$ cat config.mk
export PLATFORM = sky130hd
export DESIGN_NAME = sorted_queue_merge_unit
export DESIGN_NICKNAME = d
export VERILOG_FILES = /design/src/rtl/sqm_pkg.sv /design/src/rtl/sqm_queue.sv /design/src/rtl/sqm_datapath.sv /design/src/rtl/sqm_ctrl.sv /design/src/rtl/sorted_queue_merge_unit.sv
export VERILOG_INCLUDE_DIRS = /design/src /design/src/rtl
export SDC_FILE = /design/constraint.sdc
export NUM_CORES = 2
export LEC_CHECK = 0
export ABC_AREA = 1
export CAP_MARGIN = 20
export CORE_ASPECT_RATIO = 1.4
export CORE_MARGIN = 1.5
export CORE_UTILIZATION = 40
export CTS_CLUSTER_DIAMETER = 30
export DETAILED_ROUTE_END_ITERATION = 16
export DONT_BUFFER_PORTS = 1
export HOLD_SLACK_MARGIN = 0.08
export PLACE_DENSITY_LB_ADDON = 0.08
export REMOVE_ABC_BUFFERS = 1
export SLEW_MARGIN = 20
export SYNTH_ARGS = -nofsm -noshare
export SYNTH_HDL_FRONTEND = slang
export SYNTH_SLANG_ARGS = --single-unit
$ cat constraint.sdc
create_clock -name clk -period 8.4 [get_ports clk]
set_clock_uncertainty 0.1 [all_clocks]
set_input_delay 1.26 -clock clk [delete_from_list [all_inputs] [get_ports clk]]
set_output_delay 1.26 -clock clk [all_outputs]
set_load 0.02 [all_outputs]
$ cat src/rtl/sorted_queue_merge_unit_assert.svh
// Assertion macros used by the sorted queue merge unit queue module.
`ifndef SORTED_QUEUE_MERGE_UNIT_ASSERT_SVH
`define SORTED_QUEUE_MERGE_UNIT_ASSERT_SVH

// Same-cycle implication, checked outside reset.
`define SQM_ASSERT_IMP(label, clk, rst_n, a, b) \
    label: assert property (@(posedge clk) disable iff (!rst_n) (a) |-> (b)) \
        else $error("sqm assertion failed");

// Next-cycle implication, checked outside reset.
`define SQM_ASSERT_NXT(label, clk, rst_n, a, b) \
    label: assert property (@(posedge clk) disable iff (!rst_n) (a) |=> (b)) \
        else $error("sqm assertion failed");

`endif

$ cat src/rtl/sqm_pkg.sv
// Types and codes shared by the sorted queue merge unit.
package sqm_pkg;

    localparam int unsigned DATA_W = 32;

    typedef enum logic [1:0] {
        OP_PUSH_FIRST  = 2'd0,
        OP_PUSH_SECOND = 2'd1,
        OP_MERGE       = 2'd2
    } opcode_t;

    typedef enum logic [1:0] {
        ST_ACCEPTED = 2'd0,
        ST_FULL     = 2'd1,
        ST_MERGED   = 2'd2,
        ST_EMPTY    = 2'd3
    } status_t;

    typedef struct packed {
        logic    push_first;
        logic    push_second;
        logic    pop_first;
        logic    pop_second;
        logic    load_out;
        status_t out_status;
        logic    out_last;
    } cmd_t;

    typedef struct packed {
        logic first_empty;
        logic first_full;
        logic first_one;
        logic second_empty;
        logic second_full;
        logic second_one;
        logic first_less;
        logic out_valid;
    } dp_status_t;

endpackage

$ cat src/rtl/sqm_queue.sv
// One bounded FIFO queue with a registered front read.
module sqm_queue #(
    parameter int QUEUE_DEPTH = 32
) (
    input  logic                             clk,
    input  logic                             rst_n,
    input  logic                             push,
    input  logic                             pop,
    input  logic signed [sqm_pkg::DATA_W-1:0] push_data,
    output logic signed [sqm_pkg::DATA_W-1:0] front,
    output logic                             empty,
    output logic                             full,
    output logic                             one
);

    `include "sorted_queue_merge_unit_assert.svh"

    localparam int PTR_W = (QUEUE_DEPTH > 1) ? $clog2(QUEUE_DEPTH) : 1;
    localparam int CNT_W = $clog2(QUEUE_DEPTH + 1);
    localparam int SUM_W = CNT_W + 1;

    logic signed [sqm_pkg::DATA_W-1:0] mem [QUEUE_DEPTH];
    logic signed [sqm_pkg::DATA_W-1:0] front_reg;

    logic [PTR_W-1:0] head_reg, head_next, head_inc, tail, rd_addr;
    logic [CNT_W-1:0] count_reg, count_next;
    logic [SUM_W-1:0] tail_sum, tail_wrap;

    always_comb
    begin
        head_inc  = (head_reg == PTR_W'(QUEUE_DEPTH - 1)) ? '0 : head_reg + 1'b1;
        tail_sum  = SUM_W'(head_reg) + SUM_W'(count_reg);
        tail_wrap = (tail_sum >= SUM_W'(QUEUE_DEPTH)) ?
                    tail_sum - SUM_W'(QUEUE_DEPTH) : tail_sum;
        tail      = tail_wrap[PTR_W-1:0];
        head_next = pop ? head_inc : head_reg;
        rd_addr   = head_next;
        count_next = count_reg;
        if (push && !pop)
        begin
            count_next = count_reg + 1'b1;
        end
        else if (pop && !push)
        begin
            count_next = count_reg - 1'b1;
        end
    end

    always_ff @(posedge clk or negedge rst_n)
    begin
        if (!rst_n)
        begin
            head_reg  <= '0;
            count_reg <= '0;
        end
        else
        begin
            head_reg  <= head_next;
            count_reg <= count_next;
        end
    end

    always_ff @(posedge clk)
    begin
        if (push)
        begin
            mem[tail] <= push_data;
        end
        front_reg <= mem[rd_addr];
    end

    assign front = front_reg;
    assign empty = (count_reg == '0);
    assign full  = (count_reg == CNT_W'(QUEUE_DEPTH));
    assign one   = (count_reg == CNT_W'(1));

    `SQM_ASSERT_IMP(a_push_not_full, clk, rst_n, push, !full)
    `SQM_ASSERT_IMP(a_pop_not_empty, clk, rst_n, pop, !empty && !push)
    `SQM_ASSERT_NXT(a_head_holds, clk, rst_n, !pop, $stable(head_reg))

endmodule

$ cat src/rtl/sqm_datapath.sv
// Datapath: two queues, front compare and the result register.
module sqm_datapath #(
    parameter int QUEUE_DEPTH = 32
) (
    input  logic                              clk,
    input  logic                              rst_n,
    input  sqm_pkg::cmd_t                     cmd,
    input  logic signed [sqm_pkg::DATA_W-1:0] push_data,
    output sqm_pkg::dp_status_t               dp_status,
    output logic                              out_valid,
    output logic [1:0]                        out_status,
    output logic signed [sqm_pkg::DATA_W-1:0] out_value,
    output logic                              out_last,
    input  logic                              out_stall
);

    logic signed [sqm_pkg::DATA_W-1:0] front_first, front_second, sel_value;
    logic first_empty, first_full, first_one;
    logic second_empty, second_full, second_one;

    logic                              valid_reg, valid_next;
    sqm_pkg::status_t                  status_reg;
    logic signed [sqm_pkg::DATA_W-1:0] value_reg;
    logic                              last_reg;

    sqm_queue #(.QUEUE_DEPTH(QUEUE_DEPTH)) u_first (
        .clk       (clk),
        .rst_n     (rst_n),
        .push      (cmd.push_first),
        .pop       (cmd.pop_first),
        .push_data (push_data),
        .front     (front_first),
        .empty     (first_empty),
        .full      (first_full),
        .one       (first_one)
    );

    sqm_queue #(.QUEUE_DEPTH(QUEUE_DEPTH)) u_second (
        .clk       (clk),
        .rst_n     (rst_n),
        .push      (cmd.push_second),
        .pop       (cmd.pop_second),
        .push_data (push_data),
        .front     (front_second),
        .empty     (second_empty),
        .full      (second_full),
        .one       (second_one)
    );

    always_comb
    begin
        if (cmd.pop_first)
        begin
            sel_value = front_first;
        end
        else if (cmd.pop_second)
        begin
            sel_value = front_second;
        end
        else
        begin
            sel_value = '0;
        end
        valid_next = valid_reg;
        if (cmd.load_out)
        begin
            valid_next = 1'b1;
        end
        else if (!out_stall)
        begin
            valid_next = 1'b0;
        end
    end

    always_ff @(posedge clk or negedge rst_n)
    begin
        if (!rst_n)
        begin
            valid_reg <= 1'b0;
        end
        else
        begin
            valid_reg <= valid_next;
        end
    end

    always_ff @(posedge clk)
    begin
        if (cmd.load_out)
        begin
            status_reg <= cmd.out_status;
            value_reg  <= sel_value;
            last_reg   <= cmd.out_last;
        end
    end

    assign dp_status.first_empty  = first_empty;
    assign dp_status.first_full   = first_full;
    assign dp_status.first_one    = first_one;
    assign dp_status.second_empty = second_empty;
    assign dp_status.second_full  = second_full;
    assign dp_status.second_one   = second_one;
    assign dp_status.first_less   = (front_first < front_second);
    assign dp_status.out_valid    = valid_reg;

    assign out_valid  = valid_reg;
    assign out_status = status_reg;
    assign out_value  = value_reg;
    assign out_last   = last_reg;

endmodule

$ cat src/rtl/sqm_ctrl.sv
// Controller: decodes items and sequences the merge drain.
module sqm_ctrl (
    input  logic                clk,
    input  logic                rst_n,
    input  logic                in_valid,
    output logic                in_stall,
    input  logic [1:0]          opcode,
    input  logic                out_stall,
    input  sqm_pkg::dp_status_t dp_status,
    output sqm_pkg::cmd_t       cmd
);

    typedef enum logic [1:0] {
        S_IDLE,
        S_READ,
        S_EMIT
    } state_t;

    state_t state_reg, state_next;
    logic   out_free, accept, take_first, last_pop;

    always_comb
    begin
        out_free   = !dp_status.out_valid || !out_stall;
        in_stall   = !((state_reg == S_IDLE) && out_free);
        accept     = in_valid && !in_stall;
        state_next = state_reg;
        cmd        = '0;
        cmd.out_status = sqm_pkg::ST_ACCEPTED;
        take_first = dp_status.second_empty ||
                     (!dp_status.first_empty && dp_status.first_less);
        last_pop   = take_first ?
                     (dp_status.first_one && dp_status.second_empty) :
                     (dp_status.second_one && dp_status.first_empty);

        unique case (state_reg)
            S_IDLE:
            begin
                if (accept)
                begin
                    unique case (opcode)
                        sqm_pkg::OP_PUSH_FIRST:
                        begin
                            cmd.push_first = !dp_status.first_full;
                            cmd.load_out   = 1'b1;
                            cmd.out_last   = 1'b1;
                            cmd.out_status = dp_status.first_full ?
                                             sqm_pkg::ST_FULL : sqm_pkg::ST_ACCEPTED;
                        end
                        sqm_pkg::OP_PUSH_SECOND:
                        begin
                            cmd.push_second = !dp_status.second_full;
                            cmd.load_out    = 1'b1;
                            cmd.out_last    = 1'b1;
                            cmd.out_status  = dp_status.second_full ?
                                              sqm_pkg::ST_FULL : sqm_pkg::ST_ACCEPTED;
                        end
                        sqm_pkg::OP_MERGE:
                        begin
                            if (dp_status.first_empty && dp_status.second_empty)
                            begin
                                cmd.load_out   = 1'b1;
                                cmd.out_last   = 1'b1;
                                cmd.out_status = sqm_pkg::ST_EMPTY;
                            end
                            else
                            begin
                                state_next = S_READ;
                            end
                        end
                        default:
                        begin
                            state_next = S_IDLE;
                        end
                    endcase
                end
            end
            S_READ:
            begin
                state_next = S_EMIT;
            end
            S_EMIT:
            begin
                if (out_free)
                begin
                    cmd.pop_first  = take_first;
                    cmd.pop_second = !take_first;
                    cmd.load_out   = 1'b1;
                    cmd.out_last   = last_pop;
                    cmd.out_status = sqm_pkg::ST_MERGED;
                    if (last_pop)
                    begin
                        state_next = S_IDLE;
                    end
                end
            end
            default:
            begin
                state_next = S_IDLE;
            end
        endcase
    end

    always_ff @(posedge clk or negedge rst_n)
    begin
        if (!rst_n)
        begin
            state_reg <= S_IDLE;
        end
        else
        begin
            state_reg <= state_next;
        end
    end

endmodule

$ cat src/rtl/sorted_queue_merge_unit.sv
// Top level: two sorted queues with push and two-way merge.
// Push: result registered and shown the next cycle; one push per cycle while the output is not stalled.
// Merge of N stored values: input stalls after the transfer while the queue memories
// are read, then one value per cycle while the output is not stalled.
// Reset (async, active low) empties both queues and drops any pending result;
// queue memories are not cleared.
module sorted_queue_merge_unit #(
    parameter int QUEUE_DEPTH = 32
) (
    input  logic                              clk,
    input  logic                              rst_n,
    input  logic                              in_valid,
    output logic                              in_stall,
    input  logic [1:0]                        opcode,
    input  logic signed [sqm_pkg::DATA_W-1:0] value,
    output logic                              out_valid,
    input  logic                              out_stall,
    output logic [1:0]                        status,
    output logic signed [sqm_pkg::DATA_W-1:0] merged_value,
    output logic                              last
);

    sqm_pkg::cmd_t       cmd;
    sqm_pkg::dp_status_t dp_status;

    sqm_ctrl u_ctrl (
        .clk       (clk),
        .rst_n     (rst_n),
        .in_valid  (in_valid),
        .in_stall  (in_stall),
        .opcode    (opcode),
        .out_stall (out_stall),
        .dp_status (dp_status),
        .cmd       (cmd)
    );

    sqm_datapath #(.QUEUE_DEPTH(QUEUE_DEPTH)) u_datapath (
        .clk        (clk),
        .rst_n      (rst_n),
        .cmd        (cmd),
        .push_data  (value),
        .dp_status  (dp_status),
        .out_valid  (out_valid),
        .out_status (status),
        .out_value  (merged_value),
        .out_last   (last),
        .out_stall  (out_stall)
    );

endmodule

==> impl_metrics.env <==
export IMPL_syn_instance_count=9353
export IMPL_timing_slew_headroom_pct=12.0
export IMPL_post_place_ws_ps=2100
export IMPL_layout_cells_most_common="sky130_fd_sc_hd__nand2_1"
export IMPL_worst_slack_ps=2390
export IMPL_worst_ir_drop_vdd_mv=0.460
export IMPL_data_required_time_at_the_worst_endpoint_ps=9000
export IMPL_finalWirelength_mm=291
export IMPL_synth_simple_gate_area_share_pct=20.3
export IMPL_path_class="reg2reg"
export IMPL_die_area_sq_um=241000
export IMPL_htree_num_levels=5
export IMPL_timing_reg2reg_setup_slack_ps=2390
export IMPL_routabilityCongestion=0.841
export IMPL_grt_start_max_net_pins=159
export IMPL_drt_wirelength_per_cell_microns=22.6
export IMPL_finalSetupViolations=0
export IMPL_dr_first_iter_drc_count=5791
export IMPL_cp_max_fo=39
export IMPL_yosys_most_used_dff="sky130_fd_sc_hd__edfxtp_1"
export IMPL_route_vias_total=64600
export IMPL_initial_utilization_pct=40.3
export IMPL_ff2ff_path_depth=20
export IMPL_cts_path_max_buffers=4
export IMPL_report_final_hold_viol_count=0
export IMPL_critical_path_startpoint_type="flip-flop"
export IMPL_fin_crit_share_pct=71.5
export IMPL_grt_first_pass_wirelength_mm=427
export IMPL_grt_total_usage_pct=23.8
export IMPL_synthesis_area_sq_um=95300
export IMPL_count_of_non_filler_cells_in_the_finished_layout=12900
export IMPL_numPlacedInstances=12100
export IMPL_ys_seq_area_share_pct=67.6
export IMPL_grt_overflow_total=0
export IMPL_cts_sinks=2172
export IMPL_layout_filler_cells=21500
export IMPL_rows=211
export IMPL_fin_crit_ps=6010
export IMPL_regToRegEndpoint="u_datapath.u_second.front[5]$_DFF_P_"
export IMPL_layout_drive_gt1_share_pct=9.33
export IMPL_async_reset_ff_share_pct=1.15
export IMPL_critical_path_startpoint="u_datapath.u_second.front[7]$_DFF_P_"
export IMPL_worst_slew_pin_slew_ps=1310
export IMPL_clock_insertion_delay_worst_skew_ps=900
export IMPL_crit_end="u_datapath.u_second.front[5]$_DFF_P_"
export IMPL_detail_route_antenna_nets=0
export IMPL_cts_root_buf="sky130_fd_sc_hd__clkbuf_16"
export IMPL_hold_path_startpoint="value[14]"
export IMPL_yosys_area_share_adder_pct=0.712
export IMPL_cts_buffers=430
export IMPL_totalPowerFinal_mw=45.5
export IMPL_yosysUniqueCellTypes=41
export IMPL_top_flop_regs="u_datapath.u_first.mem: 1024 flops, u_datapath.u_second.mem: 1024 flops"
export IMPL_place_hpwl_mm=157
export IMPL_post_synth_xor_area_fraction_pct=0.184
export IMPL_antenna_violations_before_repair=11
export IMPL_cap_viol_max_count=0
export IMPL_status="complete, no violations"
export IMPL_power_density_nw_per_um2=402
export IMPL_rsz0062_at_grt="false"
export IMPL_synth_mux_area_share_pct=0
export IMPL_ports=75
export IMPL_cts_setup_buffers=0
export IMPL_drt_pre_antenna_iters=6
export IMPL_drc_violations_left=0
export IMPL_syn_avg_cell_area_sq_um=10.2
export IMPL_arrival_ps=6610
export IMPL_die_y_microns=581
export IMPL_design_core_area_sq_um=237000
export IMPL_cts_clk_slew_worst_paths_ps=50
export IMPL_leading_cell_types_in_the_layout_fill_and_taps_excluded="2326 x sky130_fd_sc_hd__nand2_1, 2083 x sky130_fd_sc_hd__edfxtp_1, 2075 x sky130_fd_sc_hd__inv_1"
export IMPL_utilization_pct=47.8
export IMPL_number_of_global_route_vias_before_repair=63300
export IMPL_reg_to_reg_startpoint="u_datapath.u_second.front[7]$_DFF_P_"
export IMPL_number_of_i_o_port_buffers=0
export IMPL_final_nets=9534
export IMPL_synth_compound_gate_area_share_pct=0.500
export IMPL_cts_resized=0
export IMPL_area_delta_synth_final_pct=18.8
export IMPL_cts_tree="built"
export IMPL_synth_top_family_by_area="simple AND/OR/NAND/NOR gates"
export IMPL_slew_viol_final=0
export IMPL_die_w_microns=416
export IMPL_max_freq_ghz=0.166
export IMPL_yosys_warnings=0
export IMPL_kind_of_end_point_of_the_critical_path="flip-flop"
export IMPL_post_synthesis_register_bit_count=2172
export IMPL_synth_edff_count=2083
export IMPL_hold_path_class="in2reg"
export IMPL_leakage_nw=48.6
export IMPL_viasPerCell=5.01
-- worst max-delay path: stages (launching register included) --
cell                       delay (ps)
sky130_fd_sc_hd__dfxtp_1          310
sky130_fd_sc_hd__inv_1             60
sky130_fd_sc_hd__ha_1             300
sky130_fd_sc_hd__a21oi_1          520
sky130_fd_sc_hd__o21a_1           210
sky130_fd_sc_hd__nand2_1           70
sky130_fd_sc_hd__nand2_1           60
sky130_fd_sc_hd__nand2_1           50
sky130_fd_sc_hd__nand2_1           80
sky130_fd_sc_hd__nand3_1           90
sky130_fd_sc_hd__nand3_2          140
sky130_fd_sc_hd__nand3_2          680
sky130_fd_sc_hd__inv_2            440
sky130_fd_sc_hd__nand2_1          210
sky130_fd_sc_hd__nand3_4          490
sky130_fd_sc_hd__clkinv_2         880
sky130_fd_sc_hd__buf_4            570
sky130_fd_sc_hd__nand3_1          140
sky130_fd_sc_hd__nand2_1           70
sky130_fd_sc_hd__nand2_1          110
sky130_fd_sc_hd__nand2_1          170
-- per-stage QoR --
stage	cell area [sq um]	TNS, ps	hold WS, ps
after CTS	113000	0	312
after global placement	98700	0	389
final	113000	0	374
after global routing	113000	0	331
after floorplan	93000	-39060	376
after detailed placement	98700	0	390
-- cells by family (layout without fill, tap and decap cells) --
group | after synthesis | in the layout
adder cells (fa/ha/maj) | 53 | 53
AND/OR/NAND/NOR | 4468 | 4468
buffers and inverters | 2552 | 3011
other | 0 | 3
XOR/XNOR | 20 | 20
flip-flops | 2172 | 2172
AO/OA/AOI/OAI | 88 | 88
-- how the worst min path moves through the flow --
stage                                                endpoint  slack [ps]  depth (start not counted)
finish              u_datapath.u_second.mem[18][14]$_DFFE_PP_         370                          0
global route         u_datapath.u_second.mem[15][1]$_DFFE_PP_         330                          0
CTS                 u_datapath.u_second.mem[18][14]$_DFFE_PP_         310                          0
detailed placement            u_ctrl.state_reg[1]$_DFFE_PN0P_         390                          2
global placement              u_ctrl.state_reg[1]$_DFFE_PN0P_         390                          2
floorplan                     u_ctrl.state_reg[1]$_DFFE_PN0P_         380                          2
-- synthesized netlist by cell type (12+ instances only) --
| library cell | number | share of area, % |
|---|---|---|
| sky130_fd_sc_hd__nand3_1 | 2012 | 11 |
| sky130_fd_sc_hd__edfxtp_1 | 2083 | 66 |
| sky130_fd_sc_hd__xor2_1 | 12 | 0.11 |
| sky130_fd_sc_hd__ha_1 | 51 | 0.67 |
| sky130_fd_sc_hd__buf_1 | 23 | 0.091 |
| sky130_fd_sc_hd__dfrtp_1 | 25 | 0.66 |
| sky130_fd_sc_hd__buf_4 | 29 | 0.23 |
| sky130_fd_sc_hd__nand2_1 | 2330 | 9.2 |
| sky130_fd_sc_hd__clkbuf_1 | 93 | 0.37 |
| sky130_fd_sc_hd__o21ai_0 | 46 | 0.24 |
| sky130_fd_sc_hd__inv_1 | 2078 | 8.2 |
| sky130_fd_sc_hd__buf_2 | 318 | 1.7 |
| sky130_fd_sc_hd__dfxtp_1 | 64 | 1.3 |
| sky130_fd_sc_hd__nor2_1 | 93 | 0.37 |
| sky130_fd_sc_hd__a21oi_1 | 25 | 0.13 |
-- repair_timing --
action                                  CTS  global route
hold endpoints to repair                 25             0
hold buffers                              2             0
endpoints found under the setup margin    0             0
-- metal layers --
| metal | wire length [microns] | GRT usage (%) | vias up |
|---|---|---|---|
| li1 | - | - | 30500 |
| met1 | 118000 | 29.6 | 31700 |
| met2 | 147000 | 41.8 | 1891 |
| met3 | 17500 | 4.31 | 531 |
| met4 | 8380 | 7.55 | 8 |
| met5 | 54 | 0 | - |
-- power by group --
group | internal (mW) | switching [mW] | total, mW
Clock | 11.1 | 5.78 | 16.9
Sequential | 12.5 | 0.432 | 13.0
Combinational | 4.05 | 11.5 | 15.6
Total | 27.7 | 17.8 | 45.5
-- area by class of cell --
type,instances,area [sq um],area share [%]
sequential,2172,64500,57.0
multi-input combinational,4629,21400,18.9
clock buffer,498,11200,9.94
inverter,2086,7850,6.93
tap,3088,3860,3.41
clock inverter,303,3200,2.83
timing repair buffer,124,1160,1.02
antenna,3,7.51,0.00663
Note: power is estimated with default switching activity, not from simulation.
